## config.mk

```make
export PLATFORM = sky130hd
export DESIGN_NAME = mrrc_back
export DESIGN_NICKNAME = d
export VERILOG_FILES = /design/src/hdl/mrrc_pkg.sv /design/src/hdl/mrrc_back.sv
export SDC_FILE = /design/constraint.sdc
export NUM_CORES = 1
export LEC_CHECK = 0
export BUFFER_PORTS_ARGS = -buffer_cell sky130_fd_sc_hd__buf_2
export CORE_ASPECT_RATIO = 1.1
export CORE_MARGIN = 4
export CORE_UTILIZATION = 32
export CTS_BUF_LIST = sky130_fd_sc_hd__clkbuf_4 sky130_fd_sc_hd__clkbuf_8 sky130_fd_sc_hd__clkbuf_16
export DETAILED_ROUTE_END_ITERATION = 7
export MAX_ROUTING_LAYER = met4
export PLACE_DENSITY_LB_ADDON = 0.2
export SYNTH_ARGS = -nofsm -noshare
export SYNTH_HDL_FRONTEND = slang
export SYNTH_SLANG_ARGS = --single-unit
```

## constraint.sdc

```tcl
create_clock -name clk_i -period 4.4 [get_ports clk_i]
set_input_delay 0.44 -clock clk_i [delete_from_list [all_inputs] [get_ports clk_i]]
set_output_delay 0.44 -clock clk_i [all_outputs]
set_load 0.03 [all_outputs]
```

## src/hdl/mrrc_pkg.sv

```systemverilog
// Shared types, constants and the CRC16 step of the Modbus RTU response checker.
package mrrc_pkg;

  localparam int MAX_FRAME_BYTES = 256;
  localparam int MAX_REGISTERS   = 125;
  localparam int POS_W           = 9;
  localparam int FIFO_DEPTH      = 2;

  // transaction modes
  localparam logic [1:0] MODE_RD_HOLD  = 2'd0;
  localparam logic [1:0] MODE_RD_INPUT = 2'd1;
  localparam logic [1:0] MODE_WR_SINGLE = 2'd2;

  // function codes
  localparam logic [7:0] FUNC_RD_HOLD   = 8'h03;
  localparam logic [7:0] FUNC_RD_INPUT  = 8'h04;
  localparam logic [7:0] FUNC_WR_SINGLE = 8'h06;
  localparam logic [7:0] FUNC_EXC_BIT   = 8'h80;

  localparam logic [15:0] CRC_INIT = 16'hFFFF;
  localparam logic [15:0] CRC_POLY = 16'hA001;

  // configuration register indexes
  localparam logic [2:0] CFG_MODE     = 3'd0;
  localparam logic [2:0] CFG_SLAVE    = 3'd1;
  localparam logic [2:0] CFG_REG_ADDR = 3'd2;
  localparam logic [2:0] CFG_REG_CNT  = 3'd3;
  localparam logic [2:0] CFG_WR_VAL   = 3'd4;

  // frame status codes
  localparam logic [2:0] ST_OK        = 3'd0;
  localparam logic [2:0] ST_SHORT     = 3'd1;
  localparam logic [2:0] ST_CRC       = 3'd2;
  localparam logic [2:0] ST_EXCEPTION = 3'd3;
  localparam logic [2:0] ST_MISMATCH  = 3'd4;
  localparam logic [2:0] ST_BAD_COUNT = 3'd5;

  typedef struct packed {
    logic [1:0]  mode;
    logic [7:0]  slave_address;
    logic [15:0] register_address;
    logic [6:0]  register_count;
    logic [15:0] write_value;
  } cfg_t;

  // one classified byte between front and back
  typedef struct packed {
    logic [7:0]       rx_byte;
    logic             frame_end;
    logic             keep;
    logic [POS_W-1:0] pos;
  } item_t;

  typedef struct packed {
    logic        result_kind;
    logic [6:0]  word_index;
    logic [15:0] word_value;
    logic [2:0]  frame_status;
    logic [7:0]  exception_code;
    logic        last;
  } result_t;

  function automatic logic is_read(input logic [1:0] mode);
    is_read = (mode == MODE_RD_HOLD) || (mode == MODE_RD_INPUT);
  endfunction

  // reflected CRC16 over one byte, bitwise
  function automatic logic [15:0] crc_fold(input logic [15:0] crc, input logic [7:0] b);
    logic [15:0] c;
    c = crc ^ {8'h00, b};
    for (int k = 0; k < 8; k++) begin
      if (c[0]) c = (c >> 1) ^ CRC_POLY;
      else      c = c >> 1;
    end
    crc_fold = c;
  endfunction

endpackage

```

## src/hdl/mrrc_back.sv

```systemverilog
// Back end: CRC, header and echo checks, word assembly and the output register.
module mrrc_back
  import mrrc_pkg::*;
(
  input  logic    clk_i,
  input  logic    rst_ni,
  input  cfg_t    cfg_i,
  input  logic    item_valid_i,
  input  item_t   item_i,
  output logic    pop_o,
  output logic    out_valid_o,
  input  logic    out_ready_i,
  output result_t out_o
);

  logic [15:0] crc_q, crc_d, crc_n;
  logic [7:0]  prev_q, prev_d, prev_n;
  logic [7:0]  bbp_q, bbp_d, bbp_n;
  logic [7:0]  addr_q, addr_d, addr_n;
  logic [7:0]  func_q, func_d, func_n;
  logic [7:0]  third_q, third_d, third_n;
  logic        echo_q, echo_d, echo_n;
  logic        out_valid_q, out_valid_d;
  result_t     out_q, out_d;

  logic [7:0]       b;
  logic [POS_W-1:0] pos;
  logic [POS_W-1:0] total;
  logic [POS_W-1:0] widx;
  logic [7:0]       echo_exp;
  logic [7:0]       func_exp;
  logic             word_ok;
  logic [2:0]       status;
  logic [7:0]       exc;

  assign b   = item_i.rx_byte;
  assign pos = item_i.pos;

  assign pop_o = item_valid_i & (~out_valid_q | out_ready_i);

  always_comb begin
    case (pos[2:0])
      3'd0:    echo_exp = cfg_i.slave_address;
      3'd1:    echo_exp = FUNC_WR_SINGLE;
      3'd2:    echo_exp = cfg_i.register_address[15:8];
      3'd3:    echo_exp = cfg_i.register_address[7:0];
      3'd4:    echo_exp = cfg_i.write_value[15:8];
      default: echo_exp = cfg_i.write_value[7:0];
    endcase
    case (cfg_i.mode)
      MODE_RD_HOLD:  func_exp = FUNC_RD_HOLD;
      MODE_RD_INPUT: func_exp = FUNC_RD_INPUT;
      default:       func_exp = FUNC_WR_SINGLE;
    endcase
  end

  // frame state after this byte
  always_comb begin
    crc_n   = crc_q;
    prev_n  = prev_q;
    bbp_n   = bbp_q;
    addr_n  = addr_q;
    func_n  = func_q;
    third_n = third_q;
    echo_n  = echo_q;
    if (item_i.keep) begin
      if (pos >= POS_W'(2)) crc_n = crc_fold(crc_q, bbp_q);
      if (pos == POS_W'(0)) addr_n  = b;
      if (pos == POS_W'(1)) func_n  = b;
      if (pos == POS_W'(2)) third_n = b;
      if (pos < POS_W'(6) && b != echo_exp) echo_n = 1'b1;
      bbp_n  = prev_q;
      prev_n = b;
    end
    total = item_i.keep ? pos + POS_W'(1) : pos;
    widx  = (pos - POS_W'(4)) >> 1;
    word_ok = item_i.keep && is_read(cfg_i.mode) && (pos >= POS_W'(4)) && !pos[0]
              && (widx < {2'b00, cfg_i.register_count}) && (widx < POS_W'(MAX_REGISTERS));
  end

  // final status, checks in priority order
  always_comb begin
    status = ST_OK;
    exc    = 8'h00;
    if (total < POS_W'(5)) begin
      status = ST_SHORT;
    end else if (crc_n != {prev_n, bbp_n}) begin
      status = ST_CRC;
    end else if ((func_n & FUNC_EXC_BIT) != 8'h00) begin
      status = ST_EXCEPTION;
      exc    = third_n;
    end else if (addr_n != cfg_i.slave_address || func_n != func_exp) begin
      status = ST_MISMATCH;
    end else if (is_read(cfg_i.mode)) begin
      if (third_n != {cfg_i.register_count, 1'b0}) status = ST_BAD_COUNT;
    end else if (echo_n || total < POS_W'(6)) begin
      status = ST_MISMATCH;
    end
  end

  always_comb begin
    crc_d       = crc_q;
    prev_d      = prev_q;
    bbp_d       = bbp_q;
    addr_d      = addr_q;
    func_d      = func_q;
    third_d     = third_q;
    echo_d      = echo_q;
    out_d       = out_q;
    out_valid_d = out_valid_q & ~out_ready_i;
    if (pop_o) begin
      if (item_i.frame_end) begin
        crc_d   = CRC_INIT;
        prev_d  = 8'h00;
        bbp_d   = 8'h00;
        addr_d  = 8'h00;
        func_d  = 8'h00;
        third_d = 8'h00;
        echo_d  = 1'b0;
        out_valid_d          = 1'b1;
        out_d.result_kind    = 1'b1;
        out_d.word_index     = 7'd0;
        out_d.word_value     = 16'h0000;
        out_d.frame_status   = status;
        out_d.exception_code = exc;
        out_d.last           = 1'b1;
      end else begin
        crc_d   = crc_n;
        prev_d  = prev_n;
        bbp_d   = bbp_n;
        addr_d  = addr_n;
        func_d  = func_n;
        third_d = third_n;
        echo_d  = echo_n;
        if (word_ok) begin
          out_valid_d          = 1'b1;
          out_d.result_kind    = 1'b0;
          out_d.word_index     = widx[6:0];
          out_d.word_value     = {prev_q, b};
          out_d.frame_status   = ST_OK;
          out_d.exception_code = 8'h00;
          out_d.last           = 1'b0;
        end
      end
    end
  end

  always_ff @(posedge clk_i or negedge rst_ni) begin
    if (!rst_ni) begin
      crc_q       <= CRC_INIT;
      prev_q      <= 8'h00;
      bbp_q       <= 8'h00;
      addr_q      <= 8'h00;
      func_q      <= 8'h00;
      third_q     <= 8'h00;
      echo_q      <= 1'b0;
      out_valid_q <= 1'b0;
    end else begin
      crc_q       <= crc_d;
      prev_q      <= prev_d;
      bbp_q       <= bbp_d;
      addr_q      <= addr_d;
      func_q      <= func_d;
      third_q     <= third_d;
      echo_q      <= echo_d;
      out_valid_q <= out_valid_d;
    end
  end

  always_ff @(posedge clk_i) begin
    out_q <= out_d;
  end

  assign out_valid_o = out_valid_q;
  assign out_o       = out_q;

endmodule

```

==> run_results.csv <==
group,metric,value,unit
worst_setup_path,regToRegEndpoint,"out_o[7]$_SDFFCE_PP0P_",
worst_setup_path,rrSetupSlack,0.78,ns
timing,whs,0.399,ns
timing,min_period_over_period,82.2,%
global_routing,grtUsageMet3,3.07,%
routing,wl_per_cell,19.3,um
placed_design,preCtsSetupSlack,0.634,ns
routing,ant_nets,0,
timing,slew_headroom,39.2,%
placed_design,dp_hpwl,13700,um
timing,fin_skew,0.0104,ns
worst_setup_path,path_cells,"xor2_1 -> xnor3_1 -> xnor3_1 -> xor3_1 -> mux2i_1 -> xnor2_1 -> nand4b_1 -> or3b_1 -> nor2_2",
timing,fin_setup_tns,0,ns
worst_setup_path,reg2reg_from,"crc_q[0]$_DFFE_PN1P_",
global_routing,grt_pass1_wl,27900,um
global_routing,grt_max_degree,47,
floorplan,rows,51,
global_routing,grt_pass1_vias,5044,
outcome,run_status,"finished clean",
clock_network,root_buffer,"clkbuf_16",
timing,rsz0062_at_grt,"false",
clock_network,clk_pin_slew,0.07,ns
timing,fmax,276,MHz
final_layout,syn2layout_area_growth,18.4,%
flow_run,maxCapViolations,0,
worst_setup_path,crit_slowest_cell,"or3b_1",
final_layout,layout.nets,774,
hold_path,hold_path_class,"input pin to flop",
final_layout,drive_gt1_share,26.0,%
worst_setup_path,critPathLaunchType,"flop",
global_routing,met2_usage,29.9,%
hold_path,min_to,"out_valid_o$_DFF_PN0_",
final_layout,final_util,39.0,%
synth,synth_cell_type_count,66,
timing,drv_slew,0,
routing,vias_per_cell,5.26,
pwr,p_leak,3.03,nW
timing,final-hold-violation-count,0,
pwr,ir_drop,0.228,mV
synth,yosysWarnings,0,
global_routing,grt-busiest-layer,"met2",
clock_network,htreeDepth,3,
synth,syn_nets,673,
placed_design,finalWeightedCongestion,0.879,
synth,synthArstFlopShare,62.4,%
floorplan,die_area,20600,um^2
synth,syn-cell-area,5890,um^2
worst_setup_path,criticalPathCategory,"flop to flop",
clock_network,cts_buffers,9,
worst_setup_path,arrival,3.84,ns
floorplan,die_y,150,um
worst_setup_path,worstPathMaxFanout,8,
worst_setup_path,critPathCaptureType,"flop",
routing,drt_iter0_markers,483,
floorplan,pin_count,110,
clock_network,cts_resized,0,
pwr,p_per_area,375,nW/um^2
global_routing,gr-usage-all-layers,18.3,%
worst_setup_path,crit_required,4.62,ns
worst_setup_path,rr_worst_depth,9,
placed_design,place.port_buffers,109,
final_layout,diodes,0,
worst_setup_path,crit_top_cell,"xnor3_1",
floorplan,core,17900,um^2
clock_network,worstSkewPairLatency,0.36,ns
synth,synth_seq_cells,93,
floorplan,start_util,33.0,%
routing,vias,4898,
synth,synth_ff_type,"dfrtp_1",
synth,synth_area_per_cell,10.0,um^2
synth,synthCells,587,
synth,synth_enable_flop_cells,35,
clock_network,cts_tree,"yes",
routing,totalWireLength,18000,um
clock_network,cts_num_sinks,93,
worst_setup_path,critical_path.max_stage_delay,0.61,ns
clock_network,ctsHoldBuffers,1,
hold_path,hold_start,"out_ready_i",
timing,fin_ws,0.781,ns
timing,setup_viol,0,
routing,firstDrtPassIters,7,
timing,tightest_slew,0.906,ns
hold_path,hold_depth,3,
clock_network,cts_setup_buffers,0,
synth,ys_seq_area_share,42.8,%
global_routing,use_met1,22.2,%
clock_network,cts_buffer_depth,2,
floorplan,die-width,137,um
timing,period_minus_slack,3.62,ns
global_routing,antenna_found_initial,0,
routing,drcViolationCount,0,
global_routing,grt_overflow_total,0,
-- cell usage in the layout, fill, tap and decap left out, drive strengths merged, types with 6 or more instances in the layout --
cell type,instances
nor2b,10
a22o,16
clkbuf,9
xor2,22
edfxtp,35
a222oi,8
dfrtp,42
nor4,6
xnor2,43
mux2i,36
nor2,49
ha,14
a21oi,29
nor3,13
o21ai,39
dfstp,16
mux2,9
nand2,52
o22a,6
inv,43
nand4,9
buf,119
-- flip-flops by register name (all words and copies together) (netlist names) --
signal / flops
out_o: 35
bbp_q: 8
echo_q: 1
crc_q: 16
addr_q: 8
third_q: 8
out_valid_o: 1
func_q: 8
prev_q: 8
-- worst max-delay path by stage --
stage | start | end | slack [ns] | depth (start not counted)
final | crc_q[0]$_DFFE_PN1P_ | out_o[7]$_SDFFCE_PP0P_ | 0.78 | 9
after global routing | crc_q[0]$_DFFE_PN1P_ | out_o[7]$_SDFFCE_PP0P_ | 0.55 | 9
after CTS | crc_q[0]$_DFFE_PN1P_ | out_o[7]$_SDFFCE_PP0P_ | 0.76 | 9
after detailed placement | item_i[2] | out_o[7]$_SDFFCE_PP0P_ | 0.63 | 11
after global placement | item_i[2] | out_o[1]$_SDFFCE_PP0P_ | 0.69 | 11
after floorplan | item_i[2] | out_o[10]$_SDFFCE_PN0P_ | 0.11 | 13
-- Yosys cell counts (5+ instances only) --
library cell	n	share of area, %
a21oi_1	29	2.5
a222oi_1	8	1.4
a22o_1	16	2.4
buf_2	5	0.42
clkbuf_1	18	1.1
dfrtp_1	42	18
dfstp_2	16	7.1
edfxtp_1	35	18
ha_1	14	3.0
inv_1	40	2.5
mux2_2	9	1.7
mux2i_1	36	6.1
nand2_1	52	3.3
nand4_1	9	0.96
nor2_1	41	2.6
nor2_2	8	0.85
nor2b_1	10	1.1
nor3_1	12	1.0
o21ai_0	32	2.7
o21ai_1	7	0.59
o22a_1	6	0.89
xnor2_1	41	6.1
xor2_1	22	3.3
-- critical path: cells and delay by family, from the launching register on --
kind          cells  cell delay, ns
flops             1            0.56
xor+xnor          5            1.75
simple gates      3            1.01
mux               1            0.18
-- stage by stage --
| step | std cells | area [um^2] | total power [mW] |
|---|---|---|---|
| floorplan | 587 | 5890 | 1.62 |
| global placement | 914 | 6660 | 1.83 |
| detailed placement | 914 | 6660 | 1.84 |
| CTS | 931 | 6970 | 2.63 |
| global route | 931 | 6970 | 2.74 |
| finish | 931 | 6970 | 2.61 |
-- per-layer routing --
layer,part of all wire [%],wire length [um]
met3,5.9,1070
met5,0,0
met2,50,8970
met4,3.4,621
met1,41,7350
-- power by group --
| part | internal [mW] | switching [mW] |
|---|---|---|
| combinational | 0.344 | 0.432 |
| sequential | 0.989 | 0.0599 |
| clock | 0.401 | 0.386 |
| total | 1.73 | 0.878 |
-- cell families after synthesis --
family	count (synthesis)	share of synthesized area [%]
compound gates	128	14.8
xor+xnor	70	11.9
fa+ha+maj	14	2.97
buf+inv	71	5.21
flops	93	42.8
mux	45	7.84
simple gates	166	14.5
-- final cells by class --
cell class / instances / area (um^2)
Clock inverter: 7 / 73.8
Timing Repair Buffer: 120 / 631
Inverter: 41 / 154
Clock buffer: 9 / 225
Multi-Input combinational cell: 423 / 3070
Tap cell: 238 / 298
Sequential cell: 93 / 2520
Fill cell: 1786 / 10900
Power figures use the tool's default switching activity.
